===== src/rtl/core/chhi_pkg.sv =====
`timescale 1ns / 1ps
`default_nettype none
// ============================================================================
// chhi_pkg
// Shared types, widths and the arctangent table for the hard-iron compensated
// compass heading core.
// ============================================================================
package chhi_pkg;

    localparam int SAMPLE_W      = 16;
    localparam int CORDIC_STEPS_DEF = 16;
    localparam int ATAN_LEN      = 24;
    localparam int DECL_W        = 16;
    localparam int HEAD_OUT_W    = 16;
    // cordic vector: corrected sample (SAMPLE_W+1) scaled by 256, plus growth
    localparam int VEC_W         = SAMPLE_W + 12;
    // angle accumulator in 1/65536 centidegree
    localparam int ANG_W         = 33;
    localparam int FRAC_W        = 16;
    localparam int HEAD_W        = ANG_W - FRAC_W + 1;
    localparam int IDX_W         = 5;

    localparam logic signed [DECL_W-1:0] DECL_RESET = 16'sd60;
    localparam logic signed [ANG_W-1:0]  HALF_TURN_Z = 33'sd1179648000;
    localparam logic signed [ANG_W-1:0]  ROUND_HALF  = 33'sd32768;
    localparam logic signed [HEAD_W-1:0] FULL_TURN   = 18'sd36000;
    localparam logic signed [HEAD_W-1:0] TWO_TURNS   = 18'sd72000;
    localparam logic signed [HEAD_W-1:0] NEG_TURN    = -18'sd36000;

    typedef struct packed {
        logic signed [SAMPLE_W-1:0] raw_x;
        logic signed [SAMPLE_W-1:0] raw_y;
    } t_in_item;

    typedef struct packed {
        logic [HEAD_OUT_W-1:0]      heading_centideg;
        logic signed [SAMPLE_W-1:0] offset_x;
        logic signed [SAMPLE_W-1:0] offset_y;
    } t_out_item;

    typedef struct packed {
        logic load_in;
        logic calc_off;
        logic calc_diff;
        logic cordic_init;
        logic cordic_step;
        logic round_head;
        logic out_load;
    } t_dp_cmd;

    typedef struct packed {
        logic last_step;
    } t_dp_sts;

    // atan(2^-i) in 1/65536 centidegree, rounded to nearest
    function automatic logic [ANG_W-1:0] atan_entry(input logic [IDX_W-1:0] idx);
        logic [ANG_W-1:0] v;
        case (idx)
            5'd0:    v = 33'd294912000;
            5'd1:    v = 33'd174096719;
            5'd2:    v = 33'd91987925;
            5'd3:    v = 33'd46694507;
            5'd4:    v = 33'd23437865;
            5'd5:    v = 33'd11730358;
            5'd6:    v = 33'd5866610;
            5'd7:    v = 33'd2933484;
            5'd8:    v = 33'd1466764;
            5'd9:    v = 33'd733385;
            5'd10:   v = 33'd366693;
            5'd11:   v = 33'd183346;
            5'd12:   v = 33'd91673;
            5'd13:   v = 33'd45837;
            5'd14:   v = 33'd22918;
            5'd15:   v = 33'd11459;
            5'd16:   v = 33'd5730;
            5'd17:   v = 33'd2865;
            5'd18:   v = 33'd1432;
            5'd19:   v = 33'd716;
            5'd20:   v = 33'd358;
            5'd21:   v = 33'd179;
            5'd22:   v = 33'd90;
            5'd23:   v = 33'd45;
            default: v = '0;
        endcase
        return v;
    endfunction

endpackage
`default_nettype wire


===== src/rtl/core/chhi_ctrl.sv =====
`timescale 1ns / 1ps
`default_nettype none
// ============================================================================
// chhi_ctrl
// Sequencer for the heading core: input handshake, step sequencing of the
// datapath and the output register valid flag.
// ============================================================================
module chhi_ctrl (
    input  wire logic             i_clk,
    input  wire logic             i_rst_n,
    input  wire logic             i_in_valid,
    output logic                  o_in_ready,
    input  wire logic             i_out_ready,
    output logic                  o_out_valid,
    output chhi_pkg::t_dp_cmd     o_cmd,
    input  wire chhi_pkg::t_dp_sts i_sts
);
    import chhi_pkg::*;

    typedef enum logic [6:0] {
        S_IDLE  = 7'b0000001,
        S_OFFS  = 7'b0000010,
        S_DIFF  = 7'b0000100,
        S_INIT  = 7'b0001000,
        S_ITER  = 7'b0010000,
        S_ROUND = 7'b0100000,
        S_WRAP  = 7'b1000000
    } t_state;

    t_state r_state, n_state;
    logic   r_out_valid, n_out_valid;
    logic   out_free;

    assign out_free    = !r_out_valid || i_out_ready;
    assign o_in_ready  = (r_state == S_IDLE);
    assign o_out_valid = r_out_valid;

    always_comb begin
        n_state = r_state;
        o_cmd   = '0;
        case (r_state)
            S_IDLE: begin
                if (i_in_valid) begin
                    o_cmd.load_in = 1'b1;
                    n_state = S_OFFS;
                end
            end
            S_OFFS: begin
                o_cmd.calc_off = 1'b1;
                n_state = S_DIFF;
            end
            S_DIFF: begin
                o_cmd.calc_diff = 1'b1;
                n_state = S_INIT;
            end
            S_INIT: begin
                o_cmd.cordic_init = 1'b1;
                n_state = S_ITER;
            end
            S_ITER: begin
                o_cmd.cordic_step = 1'b1;
                if (i_sts.last_step) begin
                    n_state = S_ROUND;
                end
            end
            S_ROUND: begin
                o_cmd.round_head = 1'b1;
                n_state = S_WRAP;
            end
            S_WRAP: begin
                // hold the result until the output register is free
                if (out_free) begin
                    o_cmd.out_load = 1'b1;
                    n_state = S_IDLE;
                end
            end
            default: begin
                n_state = S_IDLE;
            end
        endcase
    end

    always_comb begin
        n_out_valid = r_out_valid;
        if (o_cmd.out_load) begin
            n_out_valid = 1'b1;
        end else if (i_out_ready) begin
            n_out_valid = 1'b0;
        end
    end

    always_ff @(posedge i_clk) begin
        if (!i_rst_n) begin
            r_state     <= S_IDLE;
            r_out_valid <= 1'b0;
        end else begin
            r_state     <= n_state;
            r_out_valid <= n_out_valid;
        end
    end

endmodule
`default_nettype wire


===== src/rtl/core/chhi_dp.sv =====
`timescale 1ns / 1ps
`default_nettype none
// ============================================================================
// chhi_dp
// Datapath: min/max tracking, hard-iron offsets, iterative vectoring CORDIC,
// declination add and wrap into one turn, output register.
// ============================================================================
module chhi_dp #(
    parameter int CORDIC_STEPS = chhi_pkg::CORDIC_STEPS_DEF
) (
    input  wire logic                               i_clk,
    input  wire logic                               i_rst_n,
    input  wire chhi_pkg::t_dp_cmd                  i_cmd,
    output chhi_pkg::t_dp_sts                       o_sts,
    input  wire chhi_pkg::t_in_item                 i_in_data,
    input  wire logic                               i_cfg_we,
    input  wire logic signed [chhi_pkg::DECL_W-1:0] i_cfg_data,
    output chhi_pkg::t_out_item                     o_out_data
);
    import chhi_pkg::*;

    localparam int W  = SAMPLE_W;
    localparam int CW = $clog2(CORDIC_STEPS);

    logic signed [W-1:0]      r_min_x, r_max_x, r_min_y, r_max_y;
    logic signed [DECL_W-1:0] r_decl;
    logic [CW-1:0]            r_cnt;

    logic signed [W-1:0]      r_x, r_y, r_off_x, r_off_y;
    logic signed [W:0]        r_cs, r_cc;
    logic signed [VEC_W-1:0]  r_vx, r_vy;
    logic signed [ANG_W-1:0]  r_z;
    logic                     r_zero;
    logic signed [HEAD_W-1:0] r_head;
    t_out_item                r_out;

    logic signed [W-1:0]      in_x, in_y;
    logic signed [W:0]        sum_x, sum_y, diff_s, diff_c;
    logic signed [VEC_W-1:0]  init_x, init_y, sh_x, sh_y;
    logic [ANG_W-1:0]         atan_v;
    logic signed [ANG_W-1:0]  z_src, z_rnd;
    logic signed [HEAD_W-1:0] head_sum, head_wrap;

    assign in_x = i_in_data.raw_x;
    assign in_y = i_in_data.raw_y;

    assign sum_x  = {r_max_x[W-1], r_max_x} + {r_min_x[W-1], r_min_x};
    assign sum_y  = {r_max_y[W-1], r_max_y} + {r_min_y[W-1], r_min_y};
    assign diff_s = {r_x[W-1], r_x} - {r_off_x[W-1], r_off_x};
    assign diff_c = {r_y[W-1], r_y} - {r_off_y[W-1], r_off_y};

    // corrected samples scaled by 256, sign extended to the vector width
    assign init_x = {{(VEC_W-W-9){r_cc[W]}}, r_cc, 8'b0};
    assign init_y = {{(VEC_W-W-9){r_cs[W]}}, r_cs, 8'b0};

    assign sh_x   = r_vx >>> r_cnt;
    assign sh_y   = r_vy >>> r_cnt;
    assign atan_v = atan_entry(IDX_W'(r_cnt));

    assign z_src    = r_zero ? '0 : r_z;
    assign z_rnd    = z_src + ROUND_HALF;
    assign head_sum = {z_rnd[ANG_W-1], z_rnd[ANG_W-1:FRAC_W]}
                    + {{(HEAD_W-DECL_W){r_decl[DECL_W-1]}}, r_decl};

    always_comb begin
        if (r_head < NEG_TURN) begin
            head_wrap = r_head + TWO_TURNS;
        end else if (r_head < 0) begin
            head_wrap = r_head + FULL_TURN;
        end else if (r_head >= FULL_TURN) begin
            head_wrap = r_head - FULL_TURN;
        end else begin
            head_wrap = r_head;
        end
    end

    assign o_sts.last_step = (r_cnt == CW'(CORDIC_STEPS - 1));
    assign o_out_data      = r_out;

    // tracking state and configuration
    always_ff @(posedge i_clk) begin
        if (!i_rst_n) begin
            r_min_x <= '0;
            r_max_x <= '0;
            r_min_y <= '0;
            r_max_y <= '0;
            r_decl  <= DECL_RESET;
            r_cnt   <= '0;
        end else begin
            if (i_cfg_we) begin
                r_decl <= i_cfg_data;
            end
            if (i_cmd.load_in) begin
                if (in_x > r_max_x) r_max_x <= in_x;
                if (in_x < r_min_x) r_min_x <= in_x;
                if (in_y > r_max_y) r_max_y <= in_y;
                if (in_y < r_min_y) r_min_y <= in_y;
            end
            if (i_cmd.cordic_init) begin
                r_cnt <= '0;
            end else if (i_cmd.cordic_step) begin
                r_cnt <= r_cnt + 1'b1;
            end
        end
    end

    // working registers
    always_ff @(posedge i_clk) begin
        if (i_cmd.load_in) begin
            r_x <= in_x;
            r_y <= in_y;
        end
        if (i_cmd.calc_off) begin
            r_off_x <= sum_x[W:1];
            r_off_y <= sum_y[W:1];
        end
        if (i_cmd.calc_diff) begin
            r_cs <= diff_s;
            r_cc <= diff_c;
        end
        if (i_cmd.cordic_init) begin
            r_zero <= (r_cc == '0) && (r_cs == '0);
            // left half plane: turn by half a revolution first
            if (r_cc[W]) begin
                r_vx <= -init_x;
                r_vy <= -init_y;
                r_z  <= HALF_TURN_Z;
            end else begin
                r_vx <= init_x;
                r_vy <= init_y;
                r_z  <= '0;
            end
        end else if (i_cmd.cordic_step) begin
            if (!r_vy[VEC_W-1]) begin
                r_vx <= r_vx + sh_y;
                r_vy <= r_vy - sh_x;
                r_z  <= r_z + $signed(atan_v);
            end else begin
                r_vx <= r_vx - sh_y;
                r_vy <= r_vy + sh_x;
                r_z  <= r_z - $signed(atan_v);
            end
        end
        if (i_cmd.round_head) begin
            r_head <= head_sum;
        end
        if (i_cmd.out_load) begin
            r_out.heading_centideg <= head_wrap[HEAD_OUT_W-1:0];
            r_out.offset_x         <= r_off_x;
            r_out.offset_y         <= r_off_y;
        end
    end

endmodule
`default_nettype wire


===== src/rtl/core/compass_heading_hard_iron_core.sv =====
// an accepted sample passes the offset, difference, CORDIC init, CORDIC
//   iteration, rounding and wrap states; no new item enters until it is
//   in the output register, one shared CORDIC stage iterating once per cycle
// the output register lets the next item start while a result waits
// reset: synchronous active low; clears min/max to zero, declination to 60
`timescale 1ns / 1ps
`default_nettype none
// ============================================================================
// compass_heading_hard_iron_core
// Hard-iron compensated magnetometer heading in centidegrees, with running
// offset estimation and configurable declination.
// ============================================================================
module compass_heading_hard_iron_core #(
    parameter int CORDIC_STEPS = chhi_pkg::CORDIC_STEPS_DEF
) (
    input  wire logic                               i_clk,
    input  wire logic                               i_rst_n,
    input  wire logic                               i_in_valid,
    output logic                                    o_in_ready,
    input  wire chhi_pkg::t_in_item                 i_in_data,
    output logic                                    o_out_valid,
    input  wire logic                               i_out_ready,
    output chhi_pkg::t_out_item                     o_out_data,
    input  wire logic                               i_cfg_valid,
    output logic                                    o_cfg_ready,
    input  wire logic signed [chhi_pkg::DECL_W-1:0] i_cfg_data
);
    import chhi_pkg::*;

    t_dp_cmd cmd;
    t_dp_sts sts;

    assign o_cfg_ready = 1'b1;

    chhi_ctrl u_ctrl (
        .i_clk       (i_clk),
        .i_rst_n     (i_rst_n),
        .i_in_valid  (i_in_valid),
        .o_in_ready  (o_in_ready),
        .i_out_ready (i_out_ready),
        .o_out_valid (o_out_valid),
        .o_cmd       (cmd),
        .i_sts       (sts)
    );

    chhi_dp #(
        .CORDIC_STEPS (CORDIC_STEPS)
    ) u_dp (
        .i_clk      (i_clk),
        .i_rst_n    (i_rst_n),
        .i_cmd      (cmd),
        .o_sts      (sts),
        .i_in_data  (i_in_data),
        .i_cfg_we   (i_cfg_valid && o_cfg_ready),
        .i_cfg_data (i_cfg_data),
        .o_out_data (o_out_data)
    );

`ifndef SYNTHESIS
    a_heading_range: assert property (@(posedge i_clk) disable iff (!i_rst_n)
        o_out_valid |-> (o_out_data.heading_centideg < 16'd36000))
        else $error("heading outside one turn");

    a_busy_after_accept: assert property (@(posedge i_clk) disable iff (!i_rst_n)
        (i_in_valid && o_in_ready) |=> !o_in_ready)
        else $error("input accepted twice without processing");

    a_step_not_idle: assert property (@(posedge i_clk) disable iff (!i_rst_n)
        cmd.cordic_step |-> !o_in_ready)
        else $error("cordic stepping while ready for input");

    a_load_sets_valid: assert property (@(posedge i_clk) disable iff (!i_rst_n)
        cmd.out_load |=> o_out_valid)
        else $error("result load did not raise output valid");
`endif

endmodule
`default_nettype wire


===== config.mk =====
export PLATFORM = sky130hd
export DESIGN_NAME = compass_heading_hard_iron_core
export DESIGN_NICKNAME = d
export VERILOG_FILES = /design/src/rtl/core/chhi_pkg.sv /design/src/rtl/core/chhi_ctrl.sv /design/src/rtl/core/chhi_dp.sv /design/src/rtl/core/compass_heading_hard_iron_core.sv
export SDC_FILE = /design/constraint.sdc
export NUM_CORES = 1
export LEC_CHECK = 0
export BUFFER_PORTS_ARGS = -buffer_cell sky130_fd_sc_hd__buf_2
export CAP_MARGIN = 20
export CELL_PAD_IN_SITES_DETAIL_PLACEMENT = 2
export CELL_PAD_IN_SITES_GLOBAL_PLACEMENT = 2
export CORE_MARGIN = 2
export CORE_UTILIZATION = 44
export DETAILED_ROUTE_END_ITERATION = 12
export PLACE_DENSITY_LB_ADDON = 0.3
export SYNTH_ARGS = -nofsm -noshare
export SYNTH_HDL_FRONTEND = slang
export SYNTH_SLANG_ARGS = --single-unit

===== constraint.sdc =====
create_clock -name i_clk -period 10.1 [get_ports i_clk]
set_clock_uncertainty 0.1 [all_clocks]
set_input_delay 1.515 -clock i_clk [delete_from_list [all_inputs] [get_ports i_clk]]
set_output_delay 1.515 -clock i_clk [all_outputs]
set_load 0.01 [all_outputs]

== After elaboration in Yosys (flattened, before gate mapping) ==
Memories as Yosys holds them, arrays and structs flattened. A register that Yosys moved wholly into a read port is not among the register bits.
Cells that the tools add are included.
Word-level totals
  register bits after elaboration: 346
  memories: 1
  bits in read-only memories: 464
  logic and storage cells: 108
  bits of input ports: 53
  output and inout port bits: 51
Memory list
  (no name shown): words 16, bits a word 29, read ports 1, clocked after memory_dff 1, write ports 0, RTL line chhi_pkg.sv:58  | case (idx)
Operators by class
  reductions and logical operators: 13
  bitwise logic cells: 1
  equality and inequality tests: 11
  muxes and demuxes: 33
  $lt $le $gt $ge: 7
  shift-type cells: 2
  add/subtract/negate cells: 18
Operators by type and width (number)
  2-to-1 mux 28 bit: 8
  2-to-1 mux 33 bit: 4
  adder 28 bit: 2
  negation 25 -> 28 bit: 2
  >>> shifter 28 x 4 -> 28 bit: 2
  subtractor 28 bit: 2
  one-hot mux 7 bit (7 select lines): 1
  2-to-1 mux 16 bit: 3
  adder 16 x 16 -> 17 bit: 2
  logical NOT 17 bit: 2
  subtractor 16 x 16 -> 17 bit: 2
  adder 33 x 17 -> 33 bit (second input constant): 1
  adder 33 bit: 1
  subtractor 33 bit: 1
  > comparator 16 bit: 2
  less-than comparator 16 bit: 2
  2-to-1 mux 31 bit: 1
  2-to-1 mux 7 bit: 3
  adder 17 x 16 -> 18 bit: 1
  >= comparator 18 x 17 -> 1 bit (second input constant): 1
  less-than comparator 18 x 1 -> 1 bit (second input constant): 1
  less-than comparator 18 x 17 -> 1 bit (second input constant): 1
  adder 16 x 14 -> 16 bit (second input constant): 1
  adder 16 bit (second input constant): 1
  22 further kinds: 38

== Logic depth before layout (Yosys ltp) ==
  depth in word-level cells: 5
  mapped depth: 25
  depth with buffers taken out: 23

== Cells and area by module ==
A second synthesis with hierarchy kept.
Second synthesis, totals
  cell total of the unflattened synthesis: 3106
  area total of the unflattened synthesis: 28894.0 µm²
By module, submodules not included
  chhi_dp: instances 1, cells each 3051, area an instance 28409.7 µm², seq. area each 9889.5 µm²
  chhi_ctrl: instances 1, cells each 53, area an instance 473.0 µm², seq. area each 160.2 µm²
  compass_heading_hard_iron_core: instances 1, cells each 2, area an instance 11.3 µm², seq. area each 0.0 µm²

== Worst setup path before layout ==
Ideal clock, no wire load.
  path kind: register to register
  start point: register u_dp.r_cnt[0]
  end point: register u_dp.r_vx[27] (data pin)
  setup time: 0.266 ns
  stages on the path, launching flop included: 24
  arrival time: 4.932 ns
  path slack: 4.801 ns
  path buffers: 5
  period minus slack after synthesis: 5.299 ns
  data required time: 9.734 ns
  path through: dfxtp_1 buf_2 buf_2 clkbuf_1 clkbuf_1 buf_1 o21ai_0 o21ai_0 ha_1 a21boi_1 a41o_1 o211ai_2 a21oi_4 xor2_1 o21ai_0 ha_1 and3_1 a221o_1 a2111oi_0 o211a_1 o31a_1 o21ai_0 xnor2_1 nor2_1
Between the ends
  longest elaborated chain between the ends: 5
  elaborated cells between the ends (all ways): 6
  classes of those cells: add/sub: 2; shift: 1; mux: 3
Ends and longest elaborated chain
  from (decl): RTL line chhi_dp.sv:27  | logic [CW-1:0] r_cnt;
  from (signal assigned): RTL line chhi_dp.sv:102  | r_cnt <= r_cnt + 1'b1;
  >>> shifter 28 x 4 -> 28 bit *: RTL line chhi_dp.sv:57  | assign sh_y = r_vy >>> r_cnt;
  adder 28 bit / subtractor 28 bit (equally long branches): RTL line chhi_dp.sv:135, chhi_dp.sv:139
  2-to-1 mux 28 bit *: RTL line chhi_dp.sv:134  | if (!r_vy[VEC_W-1]) begin
  2-to-1 mux 28 bit *: RTL line chhi_dp.sv:133  | end else if (i_cmd.cordic_step) begin
  2-to-1 mux 28 bit *: RTL line chhi_dp.sv:121  | if (i_cmd.cordic_init) begin
  to (signal assigned): RTL line chhi_dp.sv:125  | r_vx <= -init_x;
  to (signal assigned): RTL line chhi_dp.sv:135  | r_vx <= r_vx + sh_y;
  to (signal assigned): RTL line chhi_dp.sv:139  | r_vx <= r_vx - sh_y;
  to (decl): RTL line chhi_dp.sv:31  | logic signed [VEC_W-1:0] r_vx, r_vy;
Mark *: on every way between the ends. The rest lies on a longest branch, timed or not. The select of a mux whose other input is x is not followed.
A chain may end at the register's enable or synchronous reset.

== Final worst setup path ==
  start point: register u_dp.r_cnt[2]
  end point: register u_dp.r_vy[25] (data pin)
Between the ends
  longest elaborated chain between the ends: 5
  elaborated cells between the ends (all ways): 6
  classes of those cells: add/sub: 2; shift: 1; mux: 3
Ends and longest elaborated chain
  >>> shifter 28 x 4 -> 28 bit *: RTL line chhi_dp.sv:56  | assign sh_x = r_vx >>> r_cnt;
  subtractor 28 bit / adder 28 bit (equally long branches): RTL line chhi_dp.sv:136, chhi_dp.sv:140
  2-to-1 mux 28 bit *: RTL line chhi_dp.sv:134
  2-to-1 mux 28 bit *: RTL line chhi_dp.sv:133
  2-to-1 mux 28 bit *: RTL line chhi_dp.sv:121
  to (signal assigned): RTL line chhi_dp.sv:126  | r_vy <= -init_y;
  to (signal assigned): RTL line chhi_dp.sv:136  | r_vy <= r_vy - sh_x;
  to (signal assigned): RTL line chhi_dp.sv:140  | r_vy <= r_vy + sh_x;
  to (decl): RTL line chhi_dp.sv:31
Marked as above.

==> flow_summary_export.csv <==
group,metric,value,unit
die,initial_core_util,44.7,%
die,fp.dieH,260,um
die,core.rowCount,93,
setup_path,rr_worst_depth,21,
clocking,cts_tree,"done",
die,fp.dieW,260,um
setup_path,reg2reg_to,"u_dp.r_vy[25]$_DFFE_PP_",
min_path,hold_depth,0,
clocking,htree_levels,2,
routing,wl_per_cell,28.6,um
global_routing,grtUsageTotal,33.6,%
setup_path,worstSetupEndpointType,"register",
setup_path,r2r_start,"u_dp.r_cnt[2]$_SDFFE_PP0N_",
logic_synthesis,ys_seq_area_share,34.8,%
global_routing,grt_pass1_vias,28903,
logic_synthesis,yosysTopAreaCell,"edfxtp_1",
global_routing,grt.overflow.total,0,
power_and_ir_drop,ir_worst_vdd,143,uV
sta,period_minus_slack,6880,ps
power_and_ir_drop,total_leakage_power,12.4,nW
setup_path,path_max_fanout,37,
global_routing,grt_max_degree,101,
logic_synthesis,synth.area.top_cells,"edfxtp_1 26%, ha_1 11%, dfxtp_1 8.4%",
die,ios,104,
logic_synthesis,ys.flop_type,"edfxtp_1",
routing,drtIter0Drc,2153,
routing,viasPerCell,6.39,
sta,drv_slew,0,
placed_design,hpwl,76.8,mm
min_path,min_from,"u_dp.r_off_x[11]$_DFFE_PP_",
job,max_cap_viol_count,0,
clocking,post_cts.repair.setup_buffers,0,
logic_synthesis,yosysMostFrequentCell,"nand2_1",
logic_synthesis,ys_warn_count,0,
status,outcome,"finished clean",
sta,finalSetupViolCount,0,
cells_and_area,drive_gt1_share,10.3,%
clocking,cts_hold_buf,0,
setup_path,ff2ff_setup_slack,3220,ps
logic_synthesis,avgSynthCellArea,9.31,sq um
clocking,cts-root-buf,"clkbuf_16",
clocking,cts.repair.resized,0,
sta,holdWs,370,ps
routing,drc,0,
clocking,clock_latency,630,ps
logic_synthesis,synthArstFlopShare,0,%
sta,slew_headroom,26.5,%
logic_synthesis,synth-edff-count,254,
routing,drtAntennaViolNets,0,
logic_synthesis,postSynthCellCount,3106,
min_path,holdCritPathClass,"reg -> reg",
cells_and_area,final_nets,3469,
placed_design,post_dp_cell_area,30100,sq um
cells_and_area,area_growth_syn_to_layout,9.58,%
clocking,clk_path_buf_depth,3,
logic_synthesis,synth_cell_types,104,
setup_path,critPathLaunchType,"register",
logic_synthesis,syn_area,28900,sq um
die,core-area,64700,sq um
routing,totalWireLength,116,mm
global_routing,antenna_found_initial,2,
sta,rsz0062_at_grt,"false",
placed_design,gp_congestion,0.883,
sta,hold_viol_final,0,
sta,max_freq,145,MHz
die,dieArea,67800,sq um
routing,vias,25878,
clocking,cts_sinks,375,
placed_design,io_buffers,102,
power_and_ir_drop,finalPower,4.09,mW
logic_synthesis,synth-seq-cells,375,
logic_synthesis,synth_common_cells,"295 x nand2_1, 254 x edfxtp_1, 253 x ha_1, 234 x nor2_1, 230 x a21oi_1",
setup_path,crit_required,10340,ps
clocking,clk_pin_slew_worst_paths,60,ps
min_path,hold_path_end,"u_dp.o_out_data[27]$_DFFE_PP_",
sta,fin_crit_sh,68.1,%
cells_and_area,design_area,31700,sq um
sta,tightest_slew,1100,ps
clocking,cts_buffers,46,
global_routing,grt_pass1_wl,178,mm
power_and_ir_drop,power_density,129,nW/um^2
routing,dr.pass1.iters,7,
logic_synthesis,synth_nets,3420,
logic_synthesis,yosys.area.top_type_share,26.4,%
sta,fin_setup_tns,0,ps
setup_path,worstSetupPathType,"reg -> reg",
setup_path,cp.arrival,7110,ps
[layer usage]
metal | track usage, % | wire (um) | vias up
met3 | 4.52 | 5090 | 315
met1 | 40.7 | 47300 | 13341
li1 | - | - | 11383
met4 | 14.6 | 4970 | 2
met2 | 59.5 | 58500 | 837
met5 | 0 | 13 | -
[worst max-delay path: stages (launching register included)]
cell	delay (ps)
dfxtp_2	880
buf_4	550
mux4_2	410
nand2_1	110
o21ai_0	140
o21ai_0	290
ha_1	220
a21boi_1	420
and3_4	290
nand2_2	90
nor2_2	210
nor2_1	80
xor2_1	180
ha_1	360
nand3_1	160
inv_1	80
a31oi_1	200
o21ai_0	130
a31oi_1	500
o21ai_0	360
a2111oi_0	620
a211oi_1	180
[final cells by class]
cell class	instances	area (sq um)
antenna	1	2.50
tap	855	1070
clock inverter	17	204
sequential	375	10100
timing repair buffer	126	738
fill	6851	33000
multi-input combinational	2412	17500
inverter	194	728
clock buffer	68	1320
[power by group]
group | switching, mW | total (mW) | internal, mW | leakage (nW)
registers | 0.0486 | 1.76 | 1.71 | 3.29
logic | 0.358 | 0.573 | 0.215 | 8.37
clock network | 0.768 | 1.76 | 0.988 | 0.751
[registers in the layout (all words and copies together), names as in the netlist, 16 cells and up]
signal           cells
u_dp.atan_v         29
u_dp.o_out_data     48
u_dp.r_cc           17
u_dp.r_cs           17
u_dp.r_decl         16
u_dp.r_head         18
u_dp.r_max_x        16
u_dp.r_max_y        16
u_dp.r_min_x        16
u_dp.r_min_y        16
u_dp.r_off_x        16
u_dp.r_off_y        16
u_dp.r_vx           28
u_dp.r_vy           28
u_dp.r_x            16
u_dp.r_y            16
u_dp.r_z            33
[cell families after synthesis]
group,after synthesis,share of synthesized area (%)
fa+ha+maj,261,11.5
other cells,1,0.0130
flops,375,34.8
compound gates,750,16.5
xor+xnor,249,7.55
buf+inv,319,4.64
mux,193,8.74
simple gates,958,16.2
[through the flow]
step	utilization, %	instances	setup slack, ps
2_1_floorplan	-	3106	4800
3_3_place_gp	46.5	3959	4130
3_5_place_dp	46.5	3959	3690
4_1_cts	48.8	4044	3310
5_1_grt	48.9	4047	2950
6_report	49.0	4048	3220
[how the worst max path moves through the flow]
stage                                    start                       to  depth (start not counted)
global route        u_dp.r_cnt[2]$_SDFFE_PP0N_  u_dp.r_vy[25]$_DFFE_PP_                         19
finish              u_dp.r_cnt[2]$_SDFFE_PP0N_  u_dp.r_vy[25]$_DFFE_PP_                         21
global placement    u_dp.r_cnt[1]$_SDFFE_PP0N_  u_dp.r_vx[27]$_DFFE_PP_                         21
CTS                 u_dp.r_cnt[2]$_SDFFE_PP0N_  u_dp.r_vy[25]$_DFFE_PP_                         21
floorplan           u_dp.r_cnt[0]$_SDFFE_PP0N_  u_dp.r_vx[27]$_DFFE_PP_                         23
detailed placement  u_dp.r_cnt[2]$_SDFFE_PP0N_  u_dp.r_vy[25]$_DFFE_PP_                         21
[cells in the final DEF (no fill, tap or decap), types with 117 or more instances in the layout]
cell	instances
nor2_1	234
dfxtp_1	117
o21ai_0	165
ha_1	253
xnor2_1	170
edfxtp_1	254
a21oi_1	230
mux2i_1	126
nand2_1	294
inv_1	188
No activity file was read; power rests on OpenSTA's default activity.
